[src/rtl/mhaa_pkg.sv]
`timescale 1ns / 1ps

package mhaa_pkg;

    // Sizes of the block
    localparam int MAX_CLASSIFIERS = 32;
    localparam int MAX_CLASSES     = 256;
    localparam int SCORE_W         = 16;
    localparam int CLASS_W         = 8;
    localparam int CLSF_W          = 5;
    localparam int COUNT_W         = 16;
    localparam int ACC_W           = 17;
    localparam int NC_W            = 9;
    localparam int NK_W            = 6;
    localparam int CFG_INDEX_W     = 2;
    localparam int CFG_DATA_W      = 9;

    // Saturation and full-scale values
    localparam logic [COUNT_W-1:0] COUNT_MAX = '1;
    localparam logic [ACC_W-1:0]   ACC_ONE   = 17'h10000;

    // Register indexes
    localparam logic [CFG_INDEX_W-1:0] REG_CLASS_COUNT      = 2'd0;
    localparam logic [CFG_INDEX_W-1:0] REG_CLASSIFIER_COUNT = 2'd1;

    // Sequencer states
    typedef enum logic [6:0] {
        S_CLEAR     = 7'b0000001,
        S_RUN       = 7'b0000010,
        S_HIT       = 7'b0000100,
        S_EMIT_RD   = 7'b0001000,
        S_EMIT_CALC = 7'b0010000,
        S_EMIT_DIV  = 7'b0100000,
        S_EMIT_PUSH = 7'b1000000
    } state_t;

    // Divider request and status
    typedef struct packed {
        logic               start;
        logic [COUNT_W-1:0] dividend;
        logic [COUNT_W-1:0] divisor;
    } div_req_t;

    typedef struct packed {
        logic               busy;
        logic [COUNT_W-1:0] quotient;
    } div_status_t;

endpackage

[src/rtl/mhaa_div.sv]
`timescale 1ns / 1ps

// Restoring divider: quotient = floor(dividend * 2^16 / divisor),
// for dividend below divisor. One quotient bit per cycle.
module mhaa_div (
    input  logic                 clk,
    input  logic                 rst_n,
    input  mhaa_pkg::div_req_t   req,
    output mhaa_pkg::div_status_t status
);

    logic [mhaa_pkg::COUNT_W-1:0] rem_reg;
    logic [mhaa_pkg::COUNT_W-1:0] rem_next;
    logic [mhaa_pkg::COUNT_W-1:0] quo_reg;
    logic [mhaa_pkg::COUNT_W-1:0] quo_next;
    logic [mhaa_pkg::COUNT_W-1:0] div_reg;
    logic [mhaa_pkg::COUNT_W-1:0] div_next;
    logic [4:0]                   cnt_reg;
    logic [4:0]                   cnt_next;
    logic [mhaa_pkg::COUNT_W:0]   shifted;
    logic                         fits;

    // Shift the partial remainder and try a subtract; the remainder stays
    // below the divisor, so it always fits back in COUNT_W bits
    assign shifted = {rem_reg, 1'b0};
    assign fits    = shifted >= {1'b0, div_reg};

    always_comb
    begin
        rem_next = rem_reg;
        quo_next = quo_reg;
        div_next = div_reg;
        cnt_next = cnt_reg;
        if (req.start)
        begin
            rem_next = req.dividend;
            quo_next = '0;
            div_next = req.divisor;
            cnt_next = 5'(mhaa_pkg::COUNT_W);
        end
        else if (cnt_reg != '0)
        begin
            rem_next = fits ? 16'(shifted - {1'b0, div_reg}) :
                       shifted[mhaa_pkg::COUNT_W-1:0];
            quo_next = {quo_reg[mhaa_pkg::COUNT_W-2:0], fits};
            cnt_next = cnt_reg - 5'd1;
        end
    end

    always_ff @(posedge clk or negedge rst_n)
    begin
        if (!rst_n)
        begin
            cnt_reg <= '0;
        end
        else
        begin
            cnt_reg <= cnt_next;
        end
    end

    always_ff @(posedge clk)
    begin
        rem_reg <= rem_next;
        quo_reg <= quo_next;
        div_reg <= div_next;
    end

    assign status = {(cnt_reg != '0), quo_reg};

endmodule

[src/rtl/multi_head_argmax_accuracy_top.sv]
`timescale 1ns / 1ps

// Top-1 accuracy over several classifier heads.
// Input channel (in_valid / in_stall): one class score per request, with the
// label and end_of_batch. Scores come sample by sample, classifier by
// classifier, class by class. One request is taken per cycle while the input
// is not stalled; a window's last score that matches the label stalls it for
// the read-modify-write of the per-classifier hit counter in the hit memory.
// Output channel (out_valid / out_stall): after a request with end_of_batch,
// one result per classifier in classifier order, last_result on the final
// one. The emission sweeps all 32 hit memory entries, clearing each; every
// entry passes S_EMIT_RD, S_EMIT_CALC, S_EMIT_DIV and S_EMIT_PUSH, and an
// active classifier that needs a division waits on the shared divider in
// S_EMIT_DIV. The input stalls during the sweep. The first result is loaded
// into the output register in S_EMIT_PUSH, after S_HIT on a hit.
// A stalled output holds its request; the sweep waits on it, and once all
// 32 entries are swept new scores are taken again.
// Config port (cfg_valid / cfg_ready): index 0 class_count, index 1
// classifier_count; ready only while scores are taken, so a write waits out
// the emission sweep.
// Reset: registers return to class_count 2, classifier_count 1, and a
// clearing pass zeroes all 32 hit memory entries before scores are taken.
module multi_head_argmax_accuracy_top (
    input  logic                                 clk,
    input  logic                                 rst_n,
    input  logic                                 in_valid,
    output logic                                 in_stall,
    input  logic signed [mhaa_pkg::SCORE_W-1:0]  score,
    input  logic [mhaa_pkg::CLASS_W-1:0]         label,
    input  logic                                 end_of_batch,
    output logic                                 out_valid,
    input  logic                                 out_stall,
    output logic [mhaa_pkg::CLSF_W-1:0]          classifier_index,
    output logic [mhaa_pkg::COUNT_W-1:0]         hit_count,
    output logic [mhaa_pkg::ACC_W-1:0]           accuracy,
    output logic                                 last_result,
    input  logic                                 cfg_valid,
    output logic                                 cfg_ready,
    input  logic [mhaa_pkg::CFG_INDEX_W-1:0]     cfg_index,
    input  logic [mhaa_pkg::CFG_DATA_W-1:0]      cfg_data
);

    mhaa_pkg::state_t state_reg;
    mhaa_pkg::state_t state_next;

    logic [mhaa_pkg::NC_W-1:0]     class_count_reg;
    logic [mhaa_pkg::NK_W-1:0]     classifier_count_reg;

    logic signed [mhaa_pkg::SCORE_W-1:0] best_score_reg;
    logic signed [mhaa_pkg::SCORE_W-1:0] best_score_next;
    logic [mhaa_pkg::CLASS_W-1:0]  best_class_reg;
    logic [mhaa_pkg::CLASS_W-1:0]  best_class_next;
    logic [mhaa_pkg::CLASS_W-1:0]  class_position_reg;
    logic [mhaa_pkg::CLASS_W-1:0]  class_position_next;
    logic [mhaa_pkg::CLSF_W-1:0]   classifier_position_reg;
    logic [mhaa_pkg::CLSF_W-1:0]   classifier_position_next;
    logic [mhaa_pkg::COUNT_W-1:0]  sample_total_reg;
    logic [mhaa_pkg::COUNT_W-1:0]  sample_total_next;

    logic [mhaa_pkg::CLSF_W-1:0]   hit_addr_reg;
    logic [mhaa_pkg::CLSF_W-1:0]   hit_addr_next;
    logic                          eob_pend_reg;
    logic                          eob_pend_next;
    logic [mhaa_pkg::CLSF_W-1:0]   sweep_reg;
    logic [mhaa_pkg::CLSF_W-1:0]   sweep_next;
    logic [mhaa_pkg::COUNT_W-1:0]  hits_reg;
    logic [mhaa_pkg::COUNT_W-1:0]  hits_next;
    logic                          need_div_reg;
    logic                          need_div_next;
    logic [mhaa_pkg::ACC_W-1:0]    acc_reg;
    logic [mhaa_pkg::ACC_W-1:0]    acc_next;

    logic                          out_valid_reg;
    logic                          out_valid_next;
    logic [mhaa_pkg::CLSF_W-1:0]   out_index_reg;
    logic [mhaa_pkg::COUNT_W-1:0]  out_hits_reg;
    logic [mhaa_pkg::ACC_W-1:0]    out_acc_reg;
    logic                          out_last_reg;
    logic                          out_load;

    // Hit memory, one entry per classifier
    logic [mhaa_pkg::COUNT_W-1:0]  hit_mem [mhaa_pkg::MAX_CLASSIFIERS];
    logic [mhaa_pkg::COUNT_W-1:0]  rd_data_reg;
    logic [mhaa_pkg::CLSF_W-1:0]   rd_addr;
    logic                          wr_en;
    logic [mhaa_pkg::CLSF_W-1:0]   wr_addr;
    logic [mhaa_pkg::COUNT_W-1:0]  wr_data;

    logic [mhaa_pkg::NC_W-1:0]     nc_eff;
    logic [mhaa_pkg::NK_W-1:0]     nk_eff;
    logic                          accept;
    logic                          take;
    logic [mhaa_pkg::CLASS_W-1:0]  step_best_class;
    logic                          win_end;
    logic                          sample_end;
    logic                          step_hit;
    logic                          sweep_last;
    logic                          sweep_active;
    logic                          out_free;

    mhaa_pkg::div_req_t            div_req;
    mhaa_pkg::div_status_t         div_status;

    // Clamp the registers to their legal ranges
    always_comb
    begin
        if (class_count_reg == '0)
            nc_eff = 9'd1;
        else if (class_count_reg > 9'(mhaa_pkg::MAX_CLASSES))
            nc_eff = 9'(mhaa_pkg::MAX_CLASSES);
        else
            nc_eff = class_count_reg;

        if (classifier_count_reg == '0)
            nk_eff = 6'd1;
        else if (classifier_count_reg > 6'(mhaa_pkg::MAX_CLASSIFIERS))
            nk_eff = 6'(mhaa_pkg::MAX_CLASSIFIERS);
        else
            nk_eff = classifier_count_reg;
    end

    // Arg-max step and window bookkeeping
    assign accept          = in_valid && (state_reg == mhaa_pkg::S_RUN);
    assign take            = (class_position_reg == '0) || (score > best_score_reg);
    assign step_best_class = take ? class_position_reg : best_class_reg;
    assign win_end         = ({1'b0, class_position_reg} + 9'd1) >= nc_eff;
    assign sample_end      = ({1'b0, classifier_position_reg} + 6'd1) >= nk_eff;
    assign step_hit        = win_end && (step_best_class == label);

    assign sweep_last   = sweep_reg == 5'(mhaa_pkg::MAX_CLASSIFIERS - 1);
    assign sweep_active = {1'b0, sweep_reg} < nk_eff;
    assign out_free     = !out_valid_reg || !out_stall;

    // Sequencer
    always_comb
    begin
        state_next               = state_reg;
        best_score_next          = best_score_reg;
        best_class_next          = best_class_reg;
        class_position_next      = class_position_reg;
        classifier_position_next = classifier_position_reg;
        sample_total_next        = sample_total_reg;
        hit_addr_next            = hit_addr_reg;
        eob_pend_next            = eob_pend_reg;
        sweep_next               = sweep_reg;
        hits_next                = hits_reg;
        need_div_next            = need_div_reg;
        acc_next                 = acc_reg;
        out_load                 = 1'b0;
        wr_en                    = 1'b0;
        wr_addr                  = sweep_reg;
        wr_data                  = '0;
        div_req.start            = 1'b0;
        div_req.dividend         = rd_data_reg;
        div_req.divisor          = sample_total_reg;

        case (state_reg)
            mhaa_pkg::S_CLEAR:
            begin
                // Zero one entry per cycle
                wr_en      = 1'b1;
                sweep_next = sweep_reg + 5'd1;
                if (sweep_last)
                    state_next = mhaa_pkg::S_RUN;
            end
            mhaa_pkg::S_RUN:
            begin
                if (accept)
                begin
                    best_score_next = take ? score : best_score_reg;
                    best_class_next = step_best_class;
                    hit_addr_next   = classifier_position_reg;
                    eob_pend_next   = end_of_batch;
                    sweep_next      = '0;
                    if (win_end)
                    begin
                        class_position_next = '0;
                        if (sample_end)
                        begin
                            classifier_position_next = '0;
                            if (sample_total_reg != mhaa_pkg::COUNT_MAX)
                                sample_total_next = sample_total_reg + 16'd1;
                        end
                        else
                        begin
                            classifier_position_next = classifier_position_reg + 5'd1;
                        end
                    end
                    else
                    begin
                        class_position_next = class_position_reg + 8'd1;
                    end
                    if (step_hit)
                        state_next = mhaa_pkg::S_HIT;
                    else if (end_of_batch)
                        state_next = mhaa_pkg::S_EMIT_RD;
                end
            end
            mhaa_pkg::S_HIT:
            begin
                // Write back the incremented, saturating hit count
                wr_en   = 1'b1;
                wr_addr = hit_addr_reg;
                wr_data = (rd_data_reg == mhaa_pkg::COUNT_MAX) ?
                          rd_data_reg : rd_data_reg + 16'd1;
                state_next = eob_pend_reg ? mhaa_pkg::S_EMIT_RD : mhaa_pkg::S_RUN;
            end
            mhaa_pkg::S_EMIT_RD:
            begin
                state_next = mhaa_pkg::S_EMIT_CALC;
            end
            mhaa_pkg::S_EMIT_CALC:
            begin
                // Take the count, clear the entry, pick the accuracy path
                wr_en     = 1'b1;
                hits_next = rd_data_reg;
                need_div_next = 1'b0;
                if (sample_total_reg == '0)
                    acc_next = '0;
                else if (rd_data_reg >= sample_total_reg)
                    acc_next = mhaa_pkg::ACC_ONE;
                else
                    need_div_next = 1'b1;
                div_req.start = sweep_active && (sample_total_reg != '0) &&
                                (rd_data_reg < sample_total_reg);
                state_next = mhaa_pkg::S_EMIT_DIV;
            end
            mhaa_pkg::S_EMIT_DIV:
            begin
                if (!div_status.busy)
                begin
                    if (need_div_reg)
                        acc_next = {1'b0, div_status.quotient};
                    state_next = mhaa_pkg::S_EMIT_PUSH;
                end
            end
            mhaa_pkg::S_EMIT_PUSH:
            begin
                if (!sweep_active || out_free)
                begin
                    out_load   = sweep_active;
                    sweep_next = sweep_reg + 5'd1;
                    if (sweep_last)
                    begin
                        // Drop the partial window and all counts
                        best_score_next          = '0;
                        best_class_next          = '0;
                        class_position_next      = '0;
                        classifier_position_next = '0;
                        sample_total_next        = '0;
                        eob_pend_next            = 1'b0;
                        state_next               = mhaa_pkg::S_RUN;
                    end
                    else
                    begin
                        state_next = mhaa_pkg::S_EMIT_RD;
                    end
                end
            end
            default:
            begin
                state_next = mhaa_pkg::S_CLEAR;
            end
        endcase
    end

    assign rd_addr = (state_reg == mhaa_pkg::S_EMIT_RD) ? sweep_reg : classifier_position_reg;

    // Hit memory ports
    always_ff @(posedge clk)
    begin
        if (wr_en)
            hit_mem[wr_addr] <= wr_data;
        rd_data_reg <= hit_mem[rd_addr];
    end

    // Shared divider
    mhaa_div u_div (
        .clk    (clk),
        .rst_n  (rst_n),
        .req    (div_req),
        .status (div_status)
    );

    assign out_valid_next = out_load || (out_valid_reg && out_stall);

    // Control state
    always_ff @(posedge clk or negedge rst_n)
    begin
        if (!rst_n)
        begin
            state_reg               <= mhaa_pkg::S_CLEAR;
            class_count_reg         <= 9'd2;
            classifier_count_reg    <= 6'd1;
            best_score_reg          <= '0;
            best_class_reg          <= '0;
            class_position_reg      <= '0;
            classifier_position_reg <= '0;
            sample_total_reg        <= '0;
            eob_pend_reg            <= 1'b0;
            sweep_reg               <= '0;
            out_valid_reg           <= 1'b0;
        end
        else
        begin
            state_reg               <= state_next;
            best_score_reg          <= best_score_next;
            best_class_reg          <= best_class_next;
            class_position_reg      <= class_position_next;
            classifier_position_reg <= classifier_position_next;
            sample_total_reg        <= sample_total_next;
            eob_pend_reg            <= eob_pend_next;
            sweep_reg               <= sweep_next;
            out_valid_reg           <= out_valid_next;
            if (cfg_valid && cfg_ready)
            begin
                if (cfg_index == mhaa_pkg::REG_CLASS_COUNT)
                    class_count_reg <= cfg_data;
                else if (cfg_index == mhaa_pkg::REG_CLASSIFIER_COUNT)
                    classifier_count_reg <= cfg_data[mhaa_pkg::NK_W-1:0];
            end
        end
    end

    // Payload registers
    always_ff @(posedge clk)
    begin
        hit_addr_reg <= hit_addr_next;
        hits_reg     <= hits_next;
        need_div_reg <= need_div_next;
        acc_reg      <= acc_next;
        if (out_load)
        begin
            out_index_reg <= sweep_reg;
            out_hits_reg  <= hits_reg;
            out_acc_reg   <= acc_reg;
            out_last_reg  <= ({1'b0, sweep_reg} + 6'd1) == nk_eff;
        end
    end

    assign in_stall         = state_reg != mhaa_pkg::S_RUN;
    assign cfg_ready        = state_reg == mhaa_pkg::S_RUN;
    assign out_valid        = out_valid_reg;
    assign classifier_index = out_index_reg;
    assign hit_count        = out_hits_reg;
    assign accuracy         = out_acc_reg;
    assign last_result      = out_last_reg;

    // The counter write-back only follows an accepted score
    a_hit_after_accept: assert property (@(posedge clk) disable iff (!rst_n)
        (state_reg == mhaa_pkg::S_HIT) |-> $past(in_valid && !in_stall))
        else $error("hit write-back without an accepted score");

    // The divider is never restarted while it runs
    a_div_idle_at_start: assert property (@(posedge clk) disable iff (!rst_n)
        div_req.start |-> !div_status.busy)
        else $error("divider started while busy");

    // The final result carries the last active classifier index
    a_last_index: assert property (@(posedge clk) disable iff (!rst_n)
        (out_valid_reg && out_last_reg) |->
        (({1'b0, out_index_reg} + 6'd1) == nk_eff))
        else $error("last result on wrong classifier");

    // A loaded result never overwrites one still waiting
    a_no_overwrite: assert property (@(posedge clk) disable iff (!rst_n)
        out_load |-> out_free)
        else $error("result overwritten while stalled");

endmodule
[config.mk]
export PLATFORM = sky130hd
export DESIGN_NAME = multi_head_argmax_accuracy_top
export DESIGN_NICKNAME = d
export VERILOG_FILES = /design/src/rtl/mhaa_pkg.sv /design/src/rtl/mhaa_div.sv /design/src/rtl/multi_head_argmax_accuracy_top.sv
export SDC_FILE = /design/constraint.sdc
export NUM_CORES = 1
export LEC_CHECK = 0
export ABC_AREA = 1
export BUFFER_PORTS_ARGS = -buffer_cell sky130_fd_sc_hd__buf_2
export CAP_MARGIN = 20
export CORE_ASPECT_RATIO = 0.6
export CORE_MARGIN = 5
export CORE_UTILIZATION = 50
export DETAILED_ROUTE_END_ITERATION = 12
export GPL_TIMING_DRIVEN = 1
export PLACE_DENSITY = 0.69
export SETUP_SLACK_MARGIN = 0.1
export SLEW_MARGIN = 5
export SYNTH_ARGS = -nofsm -noshare
export SYNTH_HDL_FRONTEND = slang
export SYNTH_SLANG_ARGS = --single-unit
export TNS_END_PERCENT = 20
[constraint.sdc]
create_clock -name clk -period 4 [get_ports clk]
set_clock_uncertainty 0.2 [all_clocks]
set_input_delay 0.4 -clock clk [delete_from_list [all_inputs] [get_ports clk]]
set_output_delay 0.4 -clock clk [all_outputs]
set_load 0.05 [all_outputs]
==> results.ini, run 1 <==
[synth]
synth_cell_types=60
synthTopCellsByCount=edfxtp_1 (622), nor2_1 (399), o21ai_0 (269)
synthArstFlopShare=0.117
synth_nets=2823
synth.yosys.seq_area_share=0.674
syn_inst=2703
synth-seq-cells=741
synth_top_area_frac=0.585
synth.avg_cell_area_sq_um=11.8
synth_area_sq_um=31900
yosysMostFrequentCell=edfxtp_1
synthTopCellsByArea=edfxtp_1 (59%), dfrtp_1 (6.6%), nor2_1 (4.7%)
yosys.area.top_type=edfxtp_1
synth_flop_cell=edfxtp_1
synth_edf_count=622
yosysWarnings=0

[pwr]
pwr-share-comb=0.329
sw_frac_of_total=0.372
p_int_w=0.0151
seqPwrFrac=0.407
leakagePower_nw=14.9
p_sw_w=0.00892
ir_drop_v=0.000334
total_power_w=0.0240
pwr-share-clk=0.264
power_density_nw_per_um2=660

[timing]
hold_slack_ns=0.137
slew_headroom=0.308
post-route-min-period_ns=3.63
tns_ns=0
worst_pin_slew_ns=1.03
finalSetupViolCount=0
slew_violations=0
hold_viol_final=0
fin_crit_sh=0.907
fmax_ghz=0.275
rsz0062_at_grt=false

[placed_design]
place_hpwl_microns=54200
dp.cells=3607
place_congestion=0.905
io_buffers=82

[finish]
drive_above_1_share=0.126
postLayoutCoreUtil=0.578
nNetsFinal=2990
largest_register_ff_count=512
areaGrowthSynthToFinish_pct=13.9
final_cells=3764

[routing]
routed_wirelength_microns=85200
drt_iter0_drc=2898
via_per_inst=6.03
drt_pass1_iterations=6
wl_per_cell_microns=22.6
ant_nets=0
drcViolationCount=0
num_vias=22700

[clocking]
clock_sinks=741
cts_buffer_depth=3
cts_made_buffers=68
clk_latency_ns=0.63
clockRootBuffer=clkbuf_16
htreeDepth=3
cts_tree=built
path_clk_slew_ns=0.07

[global_routing]
antenna_found_initial=1
grt_max_degree=115
grt_pass1_wl_microns=129000
grt_util_all_layers=0.245
overflow=0
grt_pass1_vias=21700

[floorplanning]
die_h_microns=206
start_util=0.507
core.rowCount=71
dieArea_sq_um=69100
ios=83
die_x_microns=336
coreArea_sq_um=62900

[worst_hold_path]
hold_class=in -> reg

[job]
cap_violations=0

[setup_path]
path_buf_inv=1
path_class=reg -> reg
required_ns=4.35
cp_data_arrival_time_ns=3.98
critPathMaxStageDelay_ns=0.47
path_cells=ha_1, nand3_2, nor3_2, xor2_1, inv_1, ha_1, nand4_1, or3b_2, nand4_1, nor2_2, nor2_8, nand2_8, nor2_4, nand3_2, nor2_2, nand3_1, a21oi_1
cp_max_fo=16
critPathCaptureType=flip-flop
start_kind=flip-flop
cp_slowest_cell=or3b_2
crit_family=simple AND/OR/NAND/NOR gates
r2r_slack_ns=0.37

[run_status]
status=finished, final reports clean

## worst reg2reg max path, delay by kind of cell (launching register included)
family | cells | cell delay (ns)
AND/OR/NAND/NOR | 12 | 1.94
adder cells (fa/ha/maj) | 2 | 0.54
flip-flops | 1 | 0.41
XOR/XNOR | 1 | 0.24
AO/OA/AOI/OAI | 1 | 0.15
buffers and inverters | 1 | 0.08
## metrics by stage
stage	instance area [sq um]	setup slack, ns
4_1_cts	36300	0.181
3_5_place_dp	33900	0.0744
2_1_floorplan	31900	0.176
6_report	36300	0.370
3_3_place_gp	33900	0.199
5_1_grt	36300	0.136
## area by class of cell
| type | instances | area (sq um) |
|---|---|---|
| flip-flops and latches | 741 | 21500 |
| clock buffers | 88 | 1800 |
| inverters | 234 | 885 |
| repair buffers | 226 | 1760 |
| multi-input cells | 1599 | 9030 |
| well taps | 839 | 1050 |
| diodes | 2 | 5.00 |
| fillers | 5006 | 26600 |
| clock inverters | 35 | 314 |
## cell usage in the layout, fill, tap and decap left out, types with 81 or more instances in the layout
| cell type | n |
|---|---|
| edfxtp_1 | 622 |
| nor2_1 | 396 |
| o21ai_0 | 267 |
| inv_1 | 218 |
| nand2_1 | 217 |
| nand3_1 | 102 |
| o21ai_1 | 101 |
| buf_4 | 100 |
| o221ai_1 | 90 |
| dfrtp_1 | 82 |
| buf_2 | 81 |
## power groups by stage
stage	Sequential (W)	Combinational, W	Clock [W]
finish	0.00976	0.00789	0.00634
CTS	0.00973	0.00774	0.00641
global placement	0.00987	0.00737	0
floorplan	0.00961	0.00533	0
global route	0.00982	0.00870	0.00674
detailed placement	0.00990	0.00765	0
## per-layer routing
layer / vias to the layer above / track usage / wire length [microns]
met2: 1300 / 0.362 / 36400
met1: 11100 / 0.375 / 37300
met5: - / 0 / 0
met3: 145 / 0.0510 / 9580
met4: 0 / 0.0594 / 1920
li1: 10200 / - / -
## kinds of logic (layout without fill, tap and decap cells)
family / Yosys count / in the layout / share of synthesized area
AOI/OAI and AO/OA: 675 / 675 / 0.127
xor gates and xnor gates: 29 / 29 / 0.00796
adders and majority gates: 79 / 79 / 0.0312
buffers and inverters: 363 / 583 / 0.0469
DFF: 741 / 741 / 0.674
muxes: 3 / 3 / 0.00106
other: 0 / 2 / 0
and+or+nand+nor: 813 / 813 / 0.112
## final timing paths
check                                                       start                               to  depth (start not counted)
worst min register to register          acc_reg[12]$_SDFFCE_PN0P_           accuracy[12]$_DFFE_PP_                          0
worst min-delay path                                     in_valid        hit_addr_reg[4]$_DFFE_PP_                          3
worst max register to register  class_position_reg[0]$_DFFE_PN0P_  sample_total_reg[8]$_DFFE_PN0P_                         17
worst max-delay path            class_position_reg[0]$_DFFE_PN0P_  sample_total_reg[8]$_DFFE_PN0P_                         17
min in group asynchronous                                   rst_n   best_score_reg[14]$_DFFE_PN0P_                          2
max in group asynchronous                                   rst_n     u_div.cnt_reg[2]$_DFFE_PN0P_                          3
## timing repair
item	in CTS	in global routing
hold buffers	30	0
hold endpoints to repair	94	0
pin swaps	0	1
setup buffers	0	2
cloned	0	0
endpoints found under the setup margin	8	12
resized for setup	1	8
(Power assumes the default switching activity.)
==> inputs of run 2 (changes only) <==
--- a/config.mk
+++ b/config.mk
@@ -5,7 +5,7 @@
 export SDC_FILE = /design/constraint.sdc
 export NUM_CORES = 1
 export LEC_CHECK = 0
-export ABC_AREA = 1
+export ABC_AREA = 0
 export BUFFER_PORTS_ARGS = -buffer_cell sky130_fd_sc_hd__buf_2
 export CAP_MARGIN = 20
 export CORE_ASPECT_RATIO = 0.6
==> results.ini, run 2 <==
[synth]
synth-seq-cells=741  ; unchanged
synthTopCellsByArea=edfxtp_1 (58%), nand2_1 (7.8%), dfrtp_1 (6.5%)
synth_area_sq_um=32200  ; +0.78%
synth_edf_count=622  ; unchanged
synthTopCellsByCount=nand2_1 (668), edfxtp_1 (622), nand3_1 (213)
synth.yosys.seq_area_share=0.669  ; -0.00522
synth_top_area_frac=0.581  ; -0.00453
synth_flop_cell=edfxtp_1
synthArstFlopShare=0.117  ; unchanged
yosysMostFrequentCell=nand2_1
yosysWarnings=0  ; unchanged
synth.avg_cell_area_sq_um=11.9  ; +0.67%
synth_nets=2826  ; +0.11%
synth_cell_types=79  ; +32%
yosys.area.top_type=edfxtp_1
syn_inst=2706  ; +0.11%

[clocking]
htreeDepth=3  ; unchanged
clockRootBuffer=clkbuf_16
clk_latency_ns=0.63  ; about the same
cts_made_buffers=68  ; unchanged
path_clk_slew_ns=0.07  ; about the same
cts_setup_buffers=0  ; unchanged
cts_tree=built
clock_sinks=741  ; unchanged
cts_buffer_depth=3  ; unchanged

[placed_design]
place_congestion=0.911  ; +0.66%
io_buffers=82  ; unchanged
place_hpwl_microns=57200  ; +5.4%
pre_cts_ws_ns=0.120  ; +0.0458 ns
dp.cells=3647  ; +1.1%

[pwr]
sw_frac_of_total=0.347  ; -0.0243
p_int_w=0.0165  ; +9.4%
leakagePower_nw=13.9  ; -6.8%
pwr-share-comb=0.325  ; -0.004
ir_drop_v=0.000406  ; +21%
seqPwrFrac=0.408  ; about the same
power_density_nw_per_um2=679  ; +2.8%
p_sw_w=0.00878  ; -1.6%
pwr-share-clk=0.267  ; +0.003

[timing]
finalSetupViolCount=0  ; unchanged
fin_ws_ns=0.258  ; -0.112 ns
hold_viol_final=0  ; unchanged
slew_headroom=0.226  ; -0.0818
fin_crit_sh=0.936  ; +0.0281
worst_pin_slew_ns=1.15  ; +0.118 ns
slew_violations=0  ; unchanged
hold_slack_ns=0.0371  ; -0.100 ns
post-route-min-period_ns=3.74  ; +0.112 ns
tns_ns=0  ; unchanged
rsz0062_at_grt=true
fmax_ghz=0.267  ; -3.0%

[finish]
nNetsFinal=3018  ; +0.94%
final_cell_mix=nand2_1 (667), edfxtp_1 (622), nand3_1 (212)
seqCellArea_sq_um=21500  ; unchanged
areaGrowthSynthToFinish_pct=15.8
final_cells=3804  ; +1.1%
postLayoutCoreUtil=0.581  ; +0.00332
drive_above_1_share=0.134  ; +0.00736
final_common_cell=nand2_1
multiInputGateArea_sq_um=9920  ; +9.8%
fillCellCount=4999  ; -0.14%
largest_register_ff_count=512  ; unchanged

[floorplanning]
die_x_microns=337  ; +0.38%
ios=83  ; unchanged
die_h_microns=206  ; +0.37%
coreArea_sq_um=64100  ; +1.8%
start_util=0.502  ; -0.00527
dieArea_sq_um=69600  ; +0.75%
core.rowCount=72  ; +1.4%

[routing]
routed_wirelength_microns=87800  ; +3.1%
ant_nets=0  ; unchanged
num_vias=23000  ; +1.2%
drt_pass1_iterations=6  ; unchanged
via_per_inst=6.03  ; +0.15%
wl_per_cell_microns=23.1  ; +2.0%
drcViolationCount=0  ; unchanged
drt_iter0_drc=2861  ; -1.3%

[global_routing]
grt_util_all_layers=0.251  ; +0.00588
grt_max_degree=72  ; -37%
grt_pass1_wl_microns=133000  ; +2.5%
antenna_found_initial=3  ; +2
overflow=0  ; unchanged
grt_pass1_vias=22100  ; +2.0%

[setup_path]
cp_max_fo=9  ; -7
start_kind=flip-flop
critPathCaptureType=flip-flop
path_class=reg -> reg
required_ns=4.31  ; -0.04 ns
cp_data_arrival_time_ns=4.05  ; +0.07 ns

[worst_hold_path]
hold_class=in -> reg

[job]
cap_violations=0  ; unchanged

[run_status]
status=finished, final reports clean

run 2: critical path, cell delays in order, from the launching register on:
cell     delay (ns)
dfrtp_1        0.54
ha_1           0.24
nand3_1        0.16
xnor2_1        0.36
ha_1           0.32
a21o_1         0.18
a21o_1         0.17
a21oi_1        0.16
o21ai_2        0.09
a31oi_4        0.21
nand2_1        0.12
nand3_1        0.37
nor3_1         0.21
a31o_1         0.28
run 2: worst paths after layout:
check	startpoint	to	slack [ns]	cells after the start
worst max-delay path	class_position_reg[0]$_DFFE_PN0P_	sample_total_reg[8]$_DFFE_PN0P_	0.26	13
min in group asynchronous	rst_n	class_count_reg[4]$_DFFE_PN0P_	0.05	2
worst min-delay path	label[6]	state_reg[2]$_DFFE_PN0P_	0.04	4
worst min register to register	hits_reg[10]$_DFFE_PP_	hit_count[10]$_DFFE_PP_	0.22	0
max in group asynchronous	rst_n	state_reg[0]$_DFFE_PN1P_	2.56	4
worst max register to register	class_position_reg[0]$_DFFE_PN0P_	sample_total_reg[8]$_DFFE_PN0P_	0.26	13
run 2: kinds of logic after synthesis:
kind of cell / share of synthesized area
muxes: 0.00685
xor gates and xnor gates: 0.0104
adders and majority gates: 0.0310
DFF: 0.669
and+or+nand+nor: 0.167
AOI/OAI and AO/OA: 0.0883
buffers and inverters: 0.0280
run 2: cell type report:
class	instances	area share
sequential	741	0.578
multi-input combinational	1735	0.266
timing repair buffer	266	0.0575
clock buffer	85	0.0488
tap	851	0.0286
clock inverter	36	0.0120
inverter	86	0.00867
antenna	4	0.000269
run 2: metrics by stage:
stage	instance area, sq um	total power, W
floorplan	32200	0.0153
global placement	34600	0.0181
detailed placement	34600	0.0184
CTS	37200	0.0252
global route	37200	0.0266
finish	37200	0.0253
run 2: layer usage:
metal	wire, microns	up-vias	GRT usage	share of wire
met1	38100	11200	0.376	0.43
met3	11600	156	0.0861	0.13
met2	36000	1268	0.347	0.41
met4	2100	2	0.0717	0.024
li1	-	10300	-	-
met5	13	-	0	0.00015
run 2: power by group through the flow:
stage | Clock [W] | Sequential (W) | Combinational (W)
2_1_floorplan | 0 | 0.0100 | 0.00531
4_1_cts | 0.00685 | 0.0103 | 0.00802
5_1_grt | 0.00717 | 0.0104 | 0.00899
3_3_place_gp | 0 | 0.0104 | 0.00770
3_5_place_dp | 0 | 0.0104 | 0.00796
6_report | 0.00674 | 0.0103 | 0.00821
run 2: repair_timing:
item                                    in CTS  in global routing
hold buffers                                30                  0
cloned                                       0                  0
endpoints found under the setup margin       6                207
endpoints found under the hold margin      109                  0
gates resized for setup                      1                  4
